[config.mk]
export PLATFORM = sky130hd
export DESIGN_NAME = dcf_coef_regs
export DESIGN_NICKNAME = d
export VERILOG_FILES = /design/src/hdl/dcf_pkg.sv /design/src/hdl/dcf_coef_regs.sv
export SDC_FILE = /design/constraint.sdc
export NUM_CORES = 1
export LEC_CHECK = 0
export ABC_AREA = 0
export BUFFER_PORTS_ARGS = -buffer_cell sky130_fd_sc_hd__buf_2
export CORE_ASPECT_RATIO = 1.4
export CORE_UTILIZATION = 40
export DETAILED_ROUTE_END_ITERATION = 12
export GPL_ROUTABILITY_DRIVEN = 0
export SYNTH_ARGS = -nofsm -noshare
export SYNTH_HDL_FRONTEND = slang
export SYNTH_SLANG_ARGS = --single-unit
[constraint.sdc]
create_clock -name clock -period 1.34 [get_ports clock]
set_input_delay 0.134 -clock clock [delete_from_list [all_inputs] [get_ports clock]]
set_output_delay 0.134 -clock clock [all_outputs]
set_load 0.05 [all_outputs]
[src/hdl/dcf_pkg.sv]
`default_nettype none

package dcf_pkg;

   localparam int unsigned TAPS_DEFAULT = 8;
   localparam int unsigned NCOEF        = 8;

   localparam int unsigned SAMPLE_W = 16;
   localparam int unsigned COEF_W   = 16;
   localparam int unsigned PROD_W   = 2 * SAMPLE_W;
   localparam int unsigned PAIR_W   = PROD_W + 1;
   localparam int unsigned SUM_W    = 35;

   localparam int unsigned CSR_INDEX_W = 4;
   localparam int unsigned CSR_DATA_W  = 2 * COEF_W;

   localparam int unsigned REQ_TDATA_W = 2 * SAMPLE_W;
   localparam int unsigned RSP_FIELD_W = 2 * SUM_W;
   localparam int unsigned RSP_TDATA_W = ((RSP_FIELD_W + 7) / 8) * 8;

   // load enables for the arithmetic stages
   typedef struct packed {
      logic load_prod;
      logic load_pair;
      logic load_sum;
   } pipe_ctrl_type;

endpackage

`default_nettype wire

[src/hdl/dcf_coef_regs.sv]
`default_nettype none

module dcf_coef_regs
   import dcf_pkg::*;
(
   input  wire logic                          clock,
   input  wire logic                          reset,
   input  wire logic                          csr_valid,
   input  wire logic [CSR_INDEX_W-1:0]        csr_index,
   input  wire logic [CSR_DATA_W-1:0]         csr_data,
   output logic signed [COEF_W-1:0]           coef_i [NCOEF],
   output logic signed [COEF_W-1:0]           coef_q [NCOEF]
);

   logic [CSR_DATA_W-1:0] coef_pair_ff [NCOEF];
   logic [CSR_DATA_W-1:0] coef_pair_in [NCOEF];

   // writes beyond the register list fall through untouched
   always_comb begin
      for (int k = 0; k < NCOEF; k++) begin
         coef_pair_in[k] = coef_pair_ff[k];
         if (csr_valid && (csr_index == CSR_INDEX_W'(k))) begin
            coef_pair_in[k] = csr_data;
         end
      end
   end

   always_ff @(posedge clock) begin
      if (reset) begin
         for (int k = 0; k < NCOEF; k++) begin
            coef_pair_ff[k] <= '0;
         end
      end else begin
         coef_pair_ff <= coef_pair_in;
      end
   end

   always_comb begin
      for (int k = 0; k < NCOEF; k++) begin
         coef_i[k] = signed'(coef_pair_ff[k][CSR_DATA_W-1:COEF_W]);
         coef_q[k] = signed'(coef_pair_ff[k][COEF_W-1:0]);
      end
   end

endmodule

`default_nettype wire

==> summary.md <==
| Metric | Value |
|---|---|
| Reg clk slew, reported paths | 0.06 ns |
| Die height | 190 um |
| Met3 routed WL | 1660 um |
| DRC viols | 0 |
| Clk sinks | 256 |
| M1 wire length | 11200 um |
| Critical Path Source Type | register |
| Total wire length | 27000 um |
| Cell variety after synth | 16 |
| Outcome | finished, final reports clean |
| Arrival time of the worst setup path | 1.16 ns |
| Ports | 295 |
| Final hold violation count | 0 |
| Place WS | 0.0478 ns |
| Crit Reg-Reg Startpoint | coef_q[77]$_SDFFE_PP0P_ |
| Crit path buf inv count | 1 |
| Psw | 3800 uW |
| Post-synthesis sequential area ratio | 0.509 |
| Worst hold path depth | 4 |
| Diodes inserted | 0 |
| Post-Syn Area | 10100 um2 |
| Crit end category | output pin |
| Fin crit period | 1.29 ns |
| Int Power | 12700 uW |
| GRT Overall Usage | 0.206 |
| H-tree lvl count | 1 |
| Slowest-stage cell, CP | dfxtp_1 |
| Crit-path max cell delay | 0.35 ns |
| Initial antenna violation count | 1 |
| Relative slew slack | 0.729 |
| Peak VDD IR | 0.870 mV |
| Largest net degree at the start of global routing | 58 |
| Required time of the worst setup path | 1.21 ns |
| Clock Power Share | 0.452 |
| First-pass GRT wire length | 41000 um |
| I/O Buffers | 294 |
| Leak | 0.00710 uW |
| Via count | 7130 |
| Clk_lat worst skew | 0.52 ns |
| Setup Viol. Count Final | 0 |
| Die Width | 136 um |
| Setup CP Type | register to output pin |
| Final layout net count | 1225 |
| Pins Over Slew Limit | 0 |
| Combinational fraction of design power | 0.077 |
| CP Max Fanout | 2 |
| CP top delay family | flip-flops |
| P&R area growth vs syn | 29.0% |
| Clk buf depth | 3 |
| Slew of the pin with the lowest slew margin | 0.406 ns |
| Unrepaired setup endpoints after global routing | no |
| Final Worst Setup Slack | 0.0481 ns |
| WL per Instance | 17.8 um |
| DR top layer | met5 |
| Worst R2R Path Depth | 2 |
| Power Density | 1270 nW/um2 |
| WHS Endpoint | coef_q[5]$_SDFFE_PP0P_ |
| Number of synthesized register bits | 256 |
| Switching Fraction | 0.231 |
| Crit. path cell count | 1 |
| Max Freq | 0.774 GHz |
| Site Rows | 68 |
| Crit path cell chain | buf_2 |
| Worst min-delay path startpoint | csr_data[5] |
| Max-Cap Viols | 0 |
| DRT Pass-1 Iters | 4 |
| RR Endpoint | coef_q[77]$_SDFFE_PP0P_ |
| Reg2reg setup slack | 0.70 ns |
| End-of-flow core utilization | 0.526 |
| Initial drt markers | 211 |
| Crit share post-route | 0.964 |
| Cts bufs inserted | 26 |
| Gr ovfl total | 0 |
| TritonCTS clock tree | done |
| Final setup skew | 0 ns |
| Tightest Hold Check Type | input pin to register |
| Mapped Nets | 943 |
| Core area | 24700 um2 |
| Number of global-route vias before repair | 7068 |
| Die area | 25800 um2 |
| DRT antenna net count | 0 |
| Gate Count Post-Synth | 904 |
| Layout cells sized above 1 | 0.322 |
| Yosys warns | 0 |
| Routed length on met2 | 13600 um |
| Starting Density | 0.408 |
| Synth Area per Inst | 11.1 um2 |
| Sequential power share | 0.471 |
| Post-route setup TNS | 0 ns |
| Dpl hpwl | 18800 um |
| Clk root buf | clkbuf_16 |
| Via density per instance | 4.69 |
==> metal layers <==
| layer | vias to the layer above | GRT usage |
|---|---|---|
| met4 | 2 | 0.0624 |
| met2 | 191 | 0.369 |
| met5 | - | 0 |
| met1 | 3395 | 0.238 |
| li1 | 3502 | - |
| met3 | 40 | 0.0496 |
==> sequential cells by signal, summed over array words and instances (netlist names) <==
register and count:
coef_q 128, coef_i 128
==> layout by cell type, fill, tap and decap left out <==
cell type,instances
nor2b_1,2
nor2_1,1
mux2i_1,256
nand2b_1,288
buf_2,291
buf_12,21
clkbuf_8,4
and3b_1,1
clkbuf_4,2
buf_6,1
nand2_2,6
dlygate4sd3_1,2
bufinv_16,3
nand3_2,2
nor3b_4,1
buf_4,26
clkbuf_16,27
dfxtp_1,256
clkinv_4,1
clkinv_2,3
clkbuf_1,8
and2_1,2
==> power by group through the flow <==
stage | sequential [uW] | clock [uW] | combinational [uW]
final | 7760 | 7440 | 1260
after CTS | 7760 | 7630 | 1280
after global routing | 7760 | 7970 | 1330
after global placement | 7920 | 0 | 1270
after detailed placement | 7930 | 0 | 1270
after floorplan | 8270 | 0 | 519
==> tightest hold or removal path: cells and delay by family <==
family        cells  cell delay (ns)
simple gates      1             0.08
buf+inv           2             0.23
mux               1             0.05
==> stage by stage <==
step | instances | power [uW] | cell area (um2) | hold slack [ns]
after floorplan | 904 | 8790 | 10100 | 0.345
after global routing | 1519 | 17100 | 13000 | 0.0489
after global placement | 1471 | 9200 | 12100 | 0.456
final | 1519 | 16500 | 13000 | 0.0270
after CTS | 1519 | 16700 | 13000 | 0.0154
after detailed placement | 1471 | 9200 | 12100 | 0.458
==> what timing repair did <==
action / 4_1_cts / 5_1_grt
resized for setup: 0 / 2
endpoints found under the hold margin: 4 / 0
endpoints found under the setup margin: 0 / 2
hold buffers: 2 / 0
buffers inserted: 0 / 0
==> layout make-up <==
class	instances	area, um2
Multi-Input combinational cell	559	4480
Tap cell	315	394
Timing Repair Buffer	343	2120
Clock buffer	39	761
Sequential cell	256	5120
Clock inverter	7	114
Fill cell	2278	11700
==> how the worst max path moves through the flow <==
stage | start | slack (ns) | end
floorplan | csr_index[3] | 0.20 | coef_q[117]$_SDFFE_PP0P_
global route | coef_i[79]$_SDFFE_PP0P_ | 0.0001 | coef_i[79]
CTS | coef_q[77]$_SDFFE_PP0P_ | 0.02 | coef_q[77]
global placement | csr_index[3] | 0.06 | coef_q[123]$_SDFFE_PP0P_
detailed placement | csr_index[3] | 0.05 | coef_i[11]$_SDFFE_PP0P_
finish | coef_q[118]$_SDFFE_PP0P_ | 0.05 | coef_q[118]
==> synthesized netlist by cell type <==
master,count,area share
clkbuf_1,49,0.018
nor3b_4,1,0.0019
mux2i_1,256,0.25
and2_1,2,0.0012
buf_12,1,0.0020
buf_6,8,0.0089
nand2b_1,288,0.18
and3b_1,1,0.00087
nor2b_1,2,0.0012
nor2_1,1,0.00037
buf_4,11,0.0082
nand3_2,2,0.0020
buf_2,10,0.0050
dfxtp_1,256,0.51
nand2_2,6,0.0037
buf_1,10,0.0037
==> cell families (layout without fill, tap and decap cells) <==
group	after synthesis	after routing	share of synthesized area
AND/OR/NAND/NOR	303	303	0.190
multiplexers	256	256	0.255
buffers and inverters	89	389	0.0461
flip-flops	256	256	0.509
Power figures use the tool's default switching activity.
