File: src/hdl/dcf_pkg.sv
`default_nettype none

package dcf_pkg;

   localparam int unsigned TAPS_DEFAULT = 8;
   localparam int unsigned NCOEF        = 8;

   localparam int unsigned SAMPLE_W = 16;
   localparam int unsigned COEF_W   = 16;
   localparam int unsigned PROD_W   = 2 * SAMPLE_W;
   localparam int unsigned PAIR_W   = PROD_W + 1;
   localparam int unsigned SUM_W    = 35;

   localparam int unsigned CSR_INDEX_W = 4;
   localparam int unsigned CSR_DATA_W  = 2 * COEF_W;

   localparam int unsigned REQ_TDATA_W = 2 * SAMPLE_W;
   localparam int unsigned RSP_FIELD_W = 2 * SUM_W;
   localparam int unsigned RSP_TDATA_W = ((RSP_FIELD_W + 7) / 8) * 8;

   // load enables for the arithmetic stages
   typedef struct packed {
      logic load_prod;
      logic load_pair;
      logic load_sum;
   } pipe_ctrl_type;

endpackage

`default_nettype wire

File: src/hdl/dcf_tap_line.sv
`default_nettype none

module dcf_tap_line
   import dcf_pkg::*;
#(
   parameter int unsigned TAPS = TAPS_DEFAULT
) (
   input  wire logic                          clock,
   input  wire logic                          reset,
   input  wire logic                          shift_en,
   input  wire logic signed [SAMPLE_W-1:0]    sample_i,
   input  wire logic signed [SAMPLE_W-1:0]    sample_q,
   output logic signed [SAMPLE_W-1:0]         taps_i [TAPS],
   output logic signed [SAMPLE_W-1:0]         taps_q [TAPS]
);

   logic signed [SAMPLE_W-1:0] line_i_ff [TAPS];
   logic signed [SAMPLE_W-1:0] line_q_ff [TAPS];

   // newest sample at tap 0
   always_ff @(posedge clock) begin
      if (reset) begin
         for (int t = 0; t < TAPS; t++) begin
            line_i_ff[t] <= '0;
            line_q_ff[t] <= '0;
         end
      end else if (shift_en) begin
         for (int t = 1; t < TAPS; t++) begin
            line_i_ff[t] <= line_i_ff[t-1];
            line_q_ff[t] <= line_q_ff[t-1];
         end
         line_i_ff[0] <= sample_i;
         line_q_ff[0] <= sample_q;
      end
   end

   assign taps_i = line_i_ff;
   assign taps_q = line_q_ff;

endmodule

`default_nettype wire

File: config.mk
export PLATFORM = sky130hd
export DESIGN_NAME = dcf_tap_line
export DESIGN_NICKNAME = d
export VERILOG_FILES = /design/src/hdl/dcf_pkg.sv /design/src/hdl/dcf_tap_line.sv
export SDC_FILE = /design/constraint.sdc
export NUM_CORES = 1
export LEC_CHECK = 0
export ABC_AREA = 1
export BUFFER_PORTS_ARGS = -buffer_cell sky130_fd_sc_hd__buf_2
export CAP_MARGIN = 25
export CORE_ASPECT_RATIO = 0.8
export CORE_MARGIN = 1.5
export CORE_UTILIZATION = 53
export DETAILED_ROUTE_END_ITERATION = 10
export PLACE_DENSITY = 0.88
export SLEW_MARGIN = 20
export SYNTH_ARGS = -nofsm -noshare
export SYNTH_HDL_FRONTEND = slang
export SYNTH_SLANG_ARGS = --single-unit
File: constraint.sdc
create_clock -name clock -period 0.8 [get_ports clock]
set_input_delay 0.04 -clock clock [delete_from_list [all_inputs] [get_ports clock]]
set_output_delay 0.04 -clock clock [all_outputs]
set_load 0.01 [all_outputs]
==> results by group, run 1 <==
Floorplan
  – Core Rows: 46
  – Placeable core region: 19,900 um^2
  – Die Outline Area: 21,100 um^2
  – Ports: 291
  – Vertical die dimension: 130 um
  – Width of the die: 162 um
  – Initial core utilization: 0.540

STA
  – Rel. slew slack: 0.620
  – Final critical path time including I/O delays and setup: 1250 ps
  – Highest clock frequency the design can meet: 0.797 GHz
  – Final number of setup-violating endpoints: 408
  – Period utilization: 1.57
  – Number of slew-limit violations in the final report: 0
  – RSZ-0062 raised after global routing: true
  – Post-route setup slack: -455 ps
  – Number of hold-slack violations in the final timing report: 0
  – Measured slew at the worst slew-check pin: 567 ps
  – Setup Skew: 35.1 ps
  – Hold Worst Slack: 42.8 ps

Critical path
  – Largest stage delay on the critical path: 450 ps
  – Critical path data required time: 1160 ps
  – Critical path's most frequent cell: sky130_fd_sc_hd__nand2_1
  – Critical path peak fanout: 2
  – Crit path launch type: flop
  – Buffers and inverters on the worst path: 2
  – CP Cell Sequence: buf_4 -> inv_1 -> nand2_1 -> nand2_1 -> nor2_1
  – Kind of capture point of the worst setup path: flop
  – Kind of critical path: flop to flop
  – Cell with the largest stage delay on the worst path: sky130_fd_sc_hd__nor2_1
  – Top delay family on crit path: simple AND/OR/NAND/NOR gates
  – Worst EP arrival: 1610 ps

Final layout
  – Final standard cell area without fillers: 18,200 um^2
  – Filler cell count: 657
  – Final instance count without filler cells: 2,456
  – Highest-count cells in the layout ignoring fill and taps: 441 x sky130_fd_sc_hd__nor2_1, 406 x sky130_fd_sc_hd__nand2_1, 348 x sky130_fd_sc_hd__buf_6, 230 x sky130_fd_sc_hd__dfxtp_2, 166 x sky130_fd_sc_hd__buf_4
  – Area growth, synth to finish: 69.9%
  – Area taken by flip-flops and latches: 5510 um^2
  – Fraction of layout instances using a drive strength above 1: 0.533
  – Leading cell type in the layout, fill and taps excluded: sky130_fd_sc_hd__nor2_1
  – Area taken by multi-input logic gates: 4370 um^2
  – Final layout net count: 2,200

Synthesis
  – Number of storage elements in the synthesis netlist: 256
  – Compound-gate portion of the synthesized area: 0
  – Post-Synthesis Mean Instance Area: 6.61 um^2
  – Post-synthesis cell area: 10,700 um^2
  – Simple-gate portion of the synthesized area: 0.358
  – Mux contribution to synthesized area: 0
  – Share of synthesized area occupied by flip-flops and latches: 0.478
  – Main combinational cell family by area after synthesis: simple AND/OR/NAND/NOR gates
  – Count of distinct cell types in the synthesized netlist: 9
  – Post-Synthesis Net Count: 1,657
  – Xor/xnor cell area share of the yosys netlist: 0
  – Number of warning messages in the yosys log: 0
  – Adder-cell share of the synthesized area: 0
  – Gate Count Post-Synth: 1,622

Power
  – Comb power frac: 0.227
  – Clock power share: 0.376
  – Cell leakage power: 9.27 nW
  – PwrDens: 2020 nW/um^2
  – Worst IR drop on VDD: 1860 uV
  – Switching share of power: 0.298
  – Sequential Power Share: 0.397
  – Cell Int Power: 0.0258 W
  – Switching power: 0.0110 W
  – Total design power: 0.0368 W

Placed design
  – Weighted congestion reported at the end of routability-driven placement: 0.878
  – Number of cells after detailed placement: 2,132
  – DP HPWL: 18.5 mm
  – PortBufs: 290
  – Placement Cell Area: 12,300 um^2

Drt
  – Routed WL per cell: 22.9 um
  – Length of routed wiring on met1: 17.1 mm
  – Met3 routed WL: 6.68 mm
  – Via-to-Cell Ratio: 5.78
  – Initial DRC count: 1,968
  – Number of vias after detailed routing: 14,200
  – Routed length on met2: 25.7 mm
  – First-pass iteration count of the detailed router: 6
  – Highest routing layer actually used: met5
  – DRC viols: 0
  – Total routed wirelength: 56.3 mm
  – ANT nets after route: 0

Global routing
  – Antenna violations before repair: 7
  – Pin count of the biggest net entering global routing: 90
  – Overall overflow remaining after global route: 0
  – Wire length of the first global-routing pass: 68.7 mm
  – Number of global-route vias before repair: 13,107
  – Gr usage total: 0.415

Clock network
  – CTS tree: done
  – Clock transition at the registers of the reported paths: 70 ps
  – Clock latency on the worst-skew pair: 560 ps
  – Number of buffers added by the clock tree synthesis step: 25
  – Clock net sink count: 256
  – Bufs on Longest Clock Path: 3
  – CTS root buffer: sky130_fd_sc_hd__clkbuf_16
  – H-tree depth reported by CTS: 1

Flow run
  – Number of max-capacitance violations reported: 0

Outcome
  – Result of the run: complete, but fails checks
  – Failing checks: setup timing

Hold path
  – Path class of the lowest-slack min-delay path: input port to flop
==> cell usage after synthesis <==
cell type | n | area, um^2
sky130_fd_sc_hd__buf_2 | 7 | 35.0
sky130_fd_sc_hd__buf_4 | 33 | 248
sky130_fd_sc_hd__buf_6 | 40 | 450
sky130_fd_sc_hd__clkbuf_1 | 1 | 3.75
sky130_fd_sc_hd__clkbuf_8 | 4 | 55.1
sky130_fd_sc_hd__dfxtp_1 | 256 | 5120
sky130_fd_sc_hd__inv_1 | 257 | 965
sky130_fd_sc_hd__nand2_1 | 512 | 1920
sky130_fd_sc_hd__nor2_1 | 512 | 1920
==> worst min-delay path, delay by kind of cell <==
| kind | cells | cell delay [ps] |
|---|---|---|
| and+or+nand+nor | 2 | 100 |
| buffers and inverters | 3 | 410 |
==> flip-flops by register name, indices dropped and copies added, names as in the netlist <==
| name | count |
|---|---|
| taps_q | 128 |
| taps_i | 128 |
==> power by group through the flow <==
stage          sequential, W  clock [W]  combinational [W]
3_5_place_dp          0.0145          0            0.00410
3_3_place_gp          0.0145          0            0.00399
6_report              0.0146     0.0139            0.00836
4_1_cts               0.0144     0.0134            0.00633
5_1_grt               0.0146     0.0142            0.00879
2_1_floorplan         0.0148          0            0.00236
==> what timing repair did <==
action | CTS | global route
hold buffers | 35 | 2
endpoints found under the hold margin | 52 | 7
endpoints found under the setup margin | 256 | 479
pin swaps | 0 | 64
gates resized for setup | 522 | 443
setup buffers | 206 | 79
==> logic make-up after synthesis <==
kind of cell           after synthesis
buffers and inverters              342
flip-flops                         256
AND/OR/NAND/NOR                   1024
==> cell type report <==
class / instances / share of cell area
repair buffers: 601 / 0.333
flip-flops and latches: 256 / 0.302
diodes: 8 / 0.00110
well taps: 264 / 0.0181
clock buffers: 37 / 0.0418
multi-input cells: 1024 / 0.240
clock inverters: 9 / 0.00968
inverters: 257 / 0.0545
==> path summary, 6_finish.rpt <==
path | depth (start not counted) | to | startpoint | slack [ps]
hold reg to reg | 2 | taps_i[9] | taps_i[9] | 480
setup / recovery | 5 | taps_q[24] | taps_q[40] | -450
hold / removal | 5 | taps_q[19] | reset | 40
setup reg to reg | 5 | taps_q[24] | taps_q[40] | -450
==> per-layer routing <==
layer,global-route usage,up-vias
li1,-,5683
met1,0.409,6477
met2,0.743,1401
met3,0.124,637
met4,0.323,2
met5,0,-
==> per-stage QoR <==
step / TNS [ps] / utilization / setup slack (ps)
5_1_grt: -82430 / 0.917 / -723
2_1_floorplan: 0 / - / 109
6_report: -72800 / 0.918 / -455
3_5_place_dp: -2760 / 0.618 / -53.1
4_1_cts: -80880 / 0.857 / -259
3_3_place_gp: -76.9 / 0.618 / -22.0
Note: power is estimated with default switching activity, not from simulation.
==> inputs of run 2 (changes only) <==
==> constraint.sdc (replaced) <==
create_clock -name clock -period 0.8 [get_ports clock]
set_input_delay 0.12 -clock clock [delete_from_list [all_inputs] [get_ports clock]]
set_output_delay 0.12 -clock clock [all_outputs]
set_load 0.01 [all_outputs]
==> results by group, run 2 (synthesis gave the netlist of run 1 again) <==
Outcome
  – Result of the run: complete, but fails checks
  – Failing checks: setup timing

Placed design
  – Weighted congestion reported at the end of routability-driven placement: 0.879
  – DP HPWL: 19.0 mm
  – PortBufs: 290
  – Number of cells after detailed placement: 2,136

Clock network
  – H-tree depth reported by CTS: 1
  – Clock transition at the registers of the reported paths: 70 ps
  – Bufs on Longest Clock Path: 3
  – Number of buffers added by the clock tree synthesis step: 26
  – CTS tree: done
  – Clock net sink count: 256
  – CTS root buffer: sky130_fd_sc_hd__clkbuf_16
  – Clock latency on the worst-skew pair: 540 ps

Final layout
  – Filler cell count: 641
  – Leading cell type in the layout, fill and taps excluded: sky130_fd_sc_hd__nor2_1
  – Final instance count without filler cells: 2,448
  – Highest-count cells in the layout ignoring fill and taps: 421 x sky130_fd_sc_hd__nor2_1, 403 x sky130_fd_sc_hd__nand2_1, 348 x sky130_fd_sc_hd__buf_6, 226 x sky130_fd_sc_hd__dfxtp_2, 153 x sky130_fd_sc_hd__buf_4
  – Area growth, synth to finish: 71.1%
  – Fraction of layout instances using a drive strength above 1: 0.538
  – Final layout net count: 2,189

Critical path
  – Kind of critical path: flop to flop
  – Critical path peak fanout: 2
  – Kind of capture point of the worst setup path: flop
  – Critical path data required time: 1150 ps
  – Crit path launch type: flop
  – Worst EP arrival: 1910 ps

STA
  – Highest clock frequency the design can meet: 0.642 GHz
  – Post-route setup slack: -759 ps
  – Setup Skew: 22.0 ps
  – Final critical path time including I/O delays and setup: 1560 ps
  – Measured slew at the worst slew-check pin: 868 ps
  – Rel. slew slack: 0.419
  – Period utilization: 1.95
  – RSZ-0062 raised after global routing: true
  – Number of slew-limit violations in the final report: 0
  – Setup_tns: -96,260 ps
  – Final number of setup-violating endpoints: 408
  – Number of hold-slack violations in the final timing report: 0

Drt
  – Initial DRC count: 2,386
  – ANT nets after route: 0
  – Routed WL per cell: 25.1 um
  – Via-to-Cell Ratio: 5.95
  – Number of vias after detailed routing: 14,567
  – First-pass iteration count of the detailed router: 11
  – DRC viols: 0
  – Total routed wirelength: 61.4 mm

Floorplan
  – Initial core utilization: 0.540
  – Placeable core region: 19,900 um^2
  – Die Outline Area: 21,100 um^2
  – Ports: 291
  – Width of the die: 162 um
  – Core Rows: 46
  – Vertical die dimension: 130 um

Global routing
  – Pin count of the biggest net entering global routing: 56
  – Gr usage total: 0.437
  – Number of global-route vias before repair: 13,552
  – Overall overflow remaining after global route: 0
  – Wire length of the first global-routing pass: 71.3 mm
  – Antenna violations before repair: 11

Hold path
  – Path class of the lowest-slack min-delay path: input port to flop

Power
  – Worst IR drop on VDD: 1820 uV
  – Cell leakage power: 9.25 nW
  – PwrDens: 2020 nW/um^2

Flow run
  – Number of max-capacitance violations reported: 0
## run 2: cell type report
class                   instances  area [um^2]  share of cell area
repair buffers                589         5990               0.327
well taps                     264          330              0.0180
flip-flops and latches        256         5520               0.301
inverters                     257         1010              0.0551
multi-input cells            1024         4550               0.248
clock inverters                15          184              0.0100
clock buffers                  33          738              0.0402
diodes                         10         25.0             0.00136
## run 2: layer usage
metal / GRT usage / vias up / wire length, um / share of wire
met4: 0.377 / 12 / 8020 / 0.13
li1: - / 5660 / - / -
met5: 0 / - / 294 / 0.0048
met1: 0.401 / 6522 / 17900 / 0.29
met2: 0.771 / 1596 / 26300 / 0.43
met3: 0.172 / 777 / 8970 / 0.15
## run 2: worst paths after layout
| kind | startpoint | end | slack [ps] | cells after the start |
|---|---|---|---|---|
| worst min register to register | taps_q[3] | taps_q[3] | 480 | 2 |
| worst max-delay path | taps_q[29] | taps_q[13] | -760 | 5 |
| worst max register to register | taps_q[29] | taps_q[13] | -760 | 5 |
| worst min-delay path | shift_en | taps_q[113] | 60 | 4 |
## run 2: what timing repair did
action,in CTS,in global routing
hold buffers,33,0
setup buffers,203,69
endpoints found under the setup margin,256,416
endpoints found under the hold margin,33,0
pin swaps,0,77
resized for setup,525,488
## run 2: through the flow
step	cell area [um^2]	setup WS [ps]	util	hold slack [ps]	total power, W
floorplan	10700	28.9	-	308	0.0172
global placement	12300	-103	0.620	402	0.0185
detailed placement	12300	-143	0.620	417	0.0187
CTS	17000	-339	0.857	36.1	0.0339
global route	18300	-700	0.924	57.2	0.0379
finish	18400	-759	0.924	61.4	0.0371
## run 2: power breakdown
group	leakage [nW]	switching, W	total (W)	internal (W)
registers	2.21	0.000954	0.0147	0.0137
clock network	0.456	0.00582	0.0137	0.00784
logic	6.58	0.00477	0.00873	0.00395
total	9.25	0.0115	0.0371	0.0255
## run 2: critical path, cell delays in order, from the launching register on
cell and delay, ps:
sky130_fd_sc_hd__dfxtp_4 380, sky130_fd_sc_hd__buf_8 120, sky130_fd_sc_hd__inv_1 60, sky130_fd_sc_hd__nand2_1 80, sky130_fd_sc_hd__nand2_1 80, sky130_fd_sc_hd__nor2_1 640
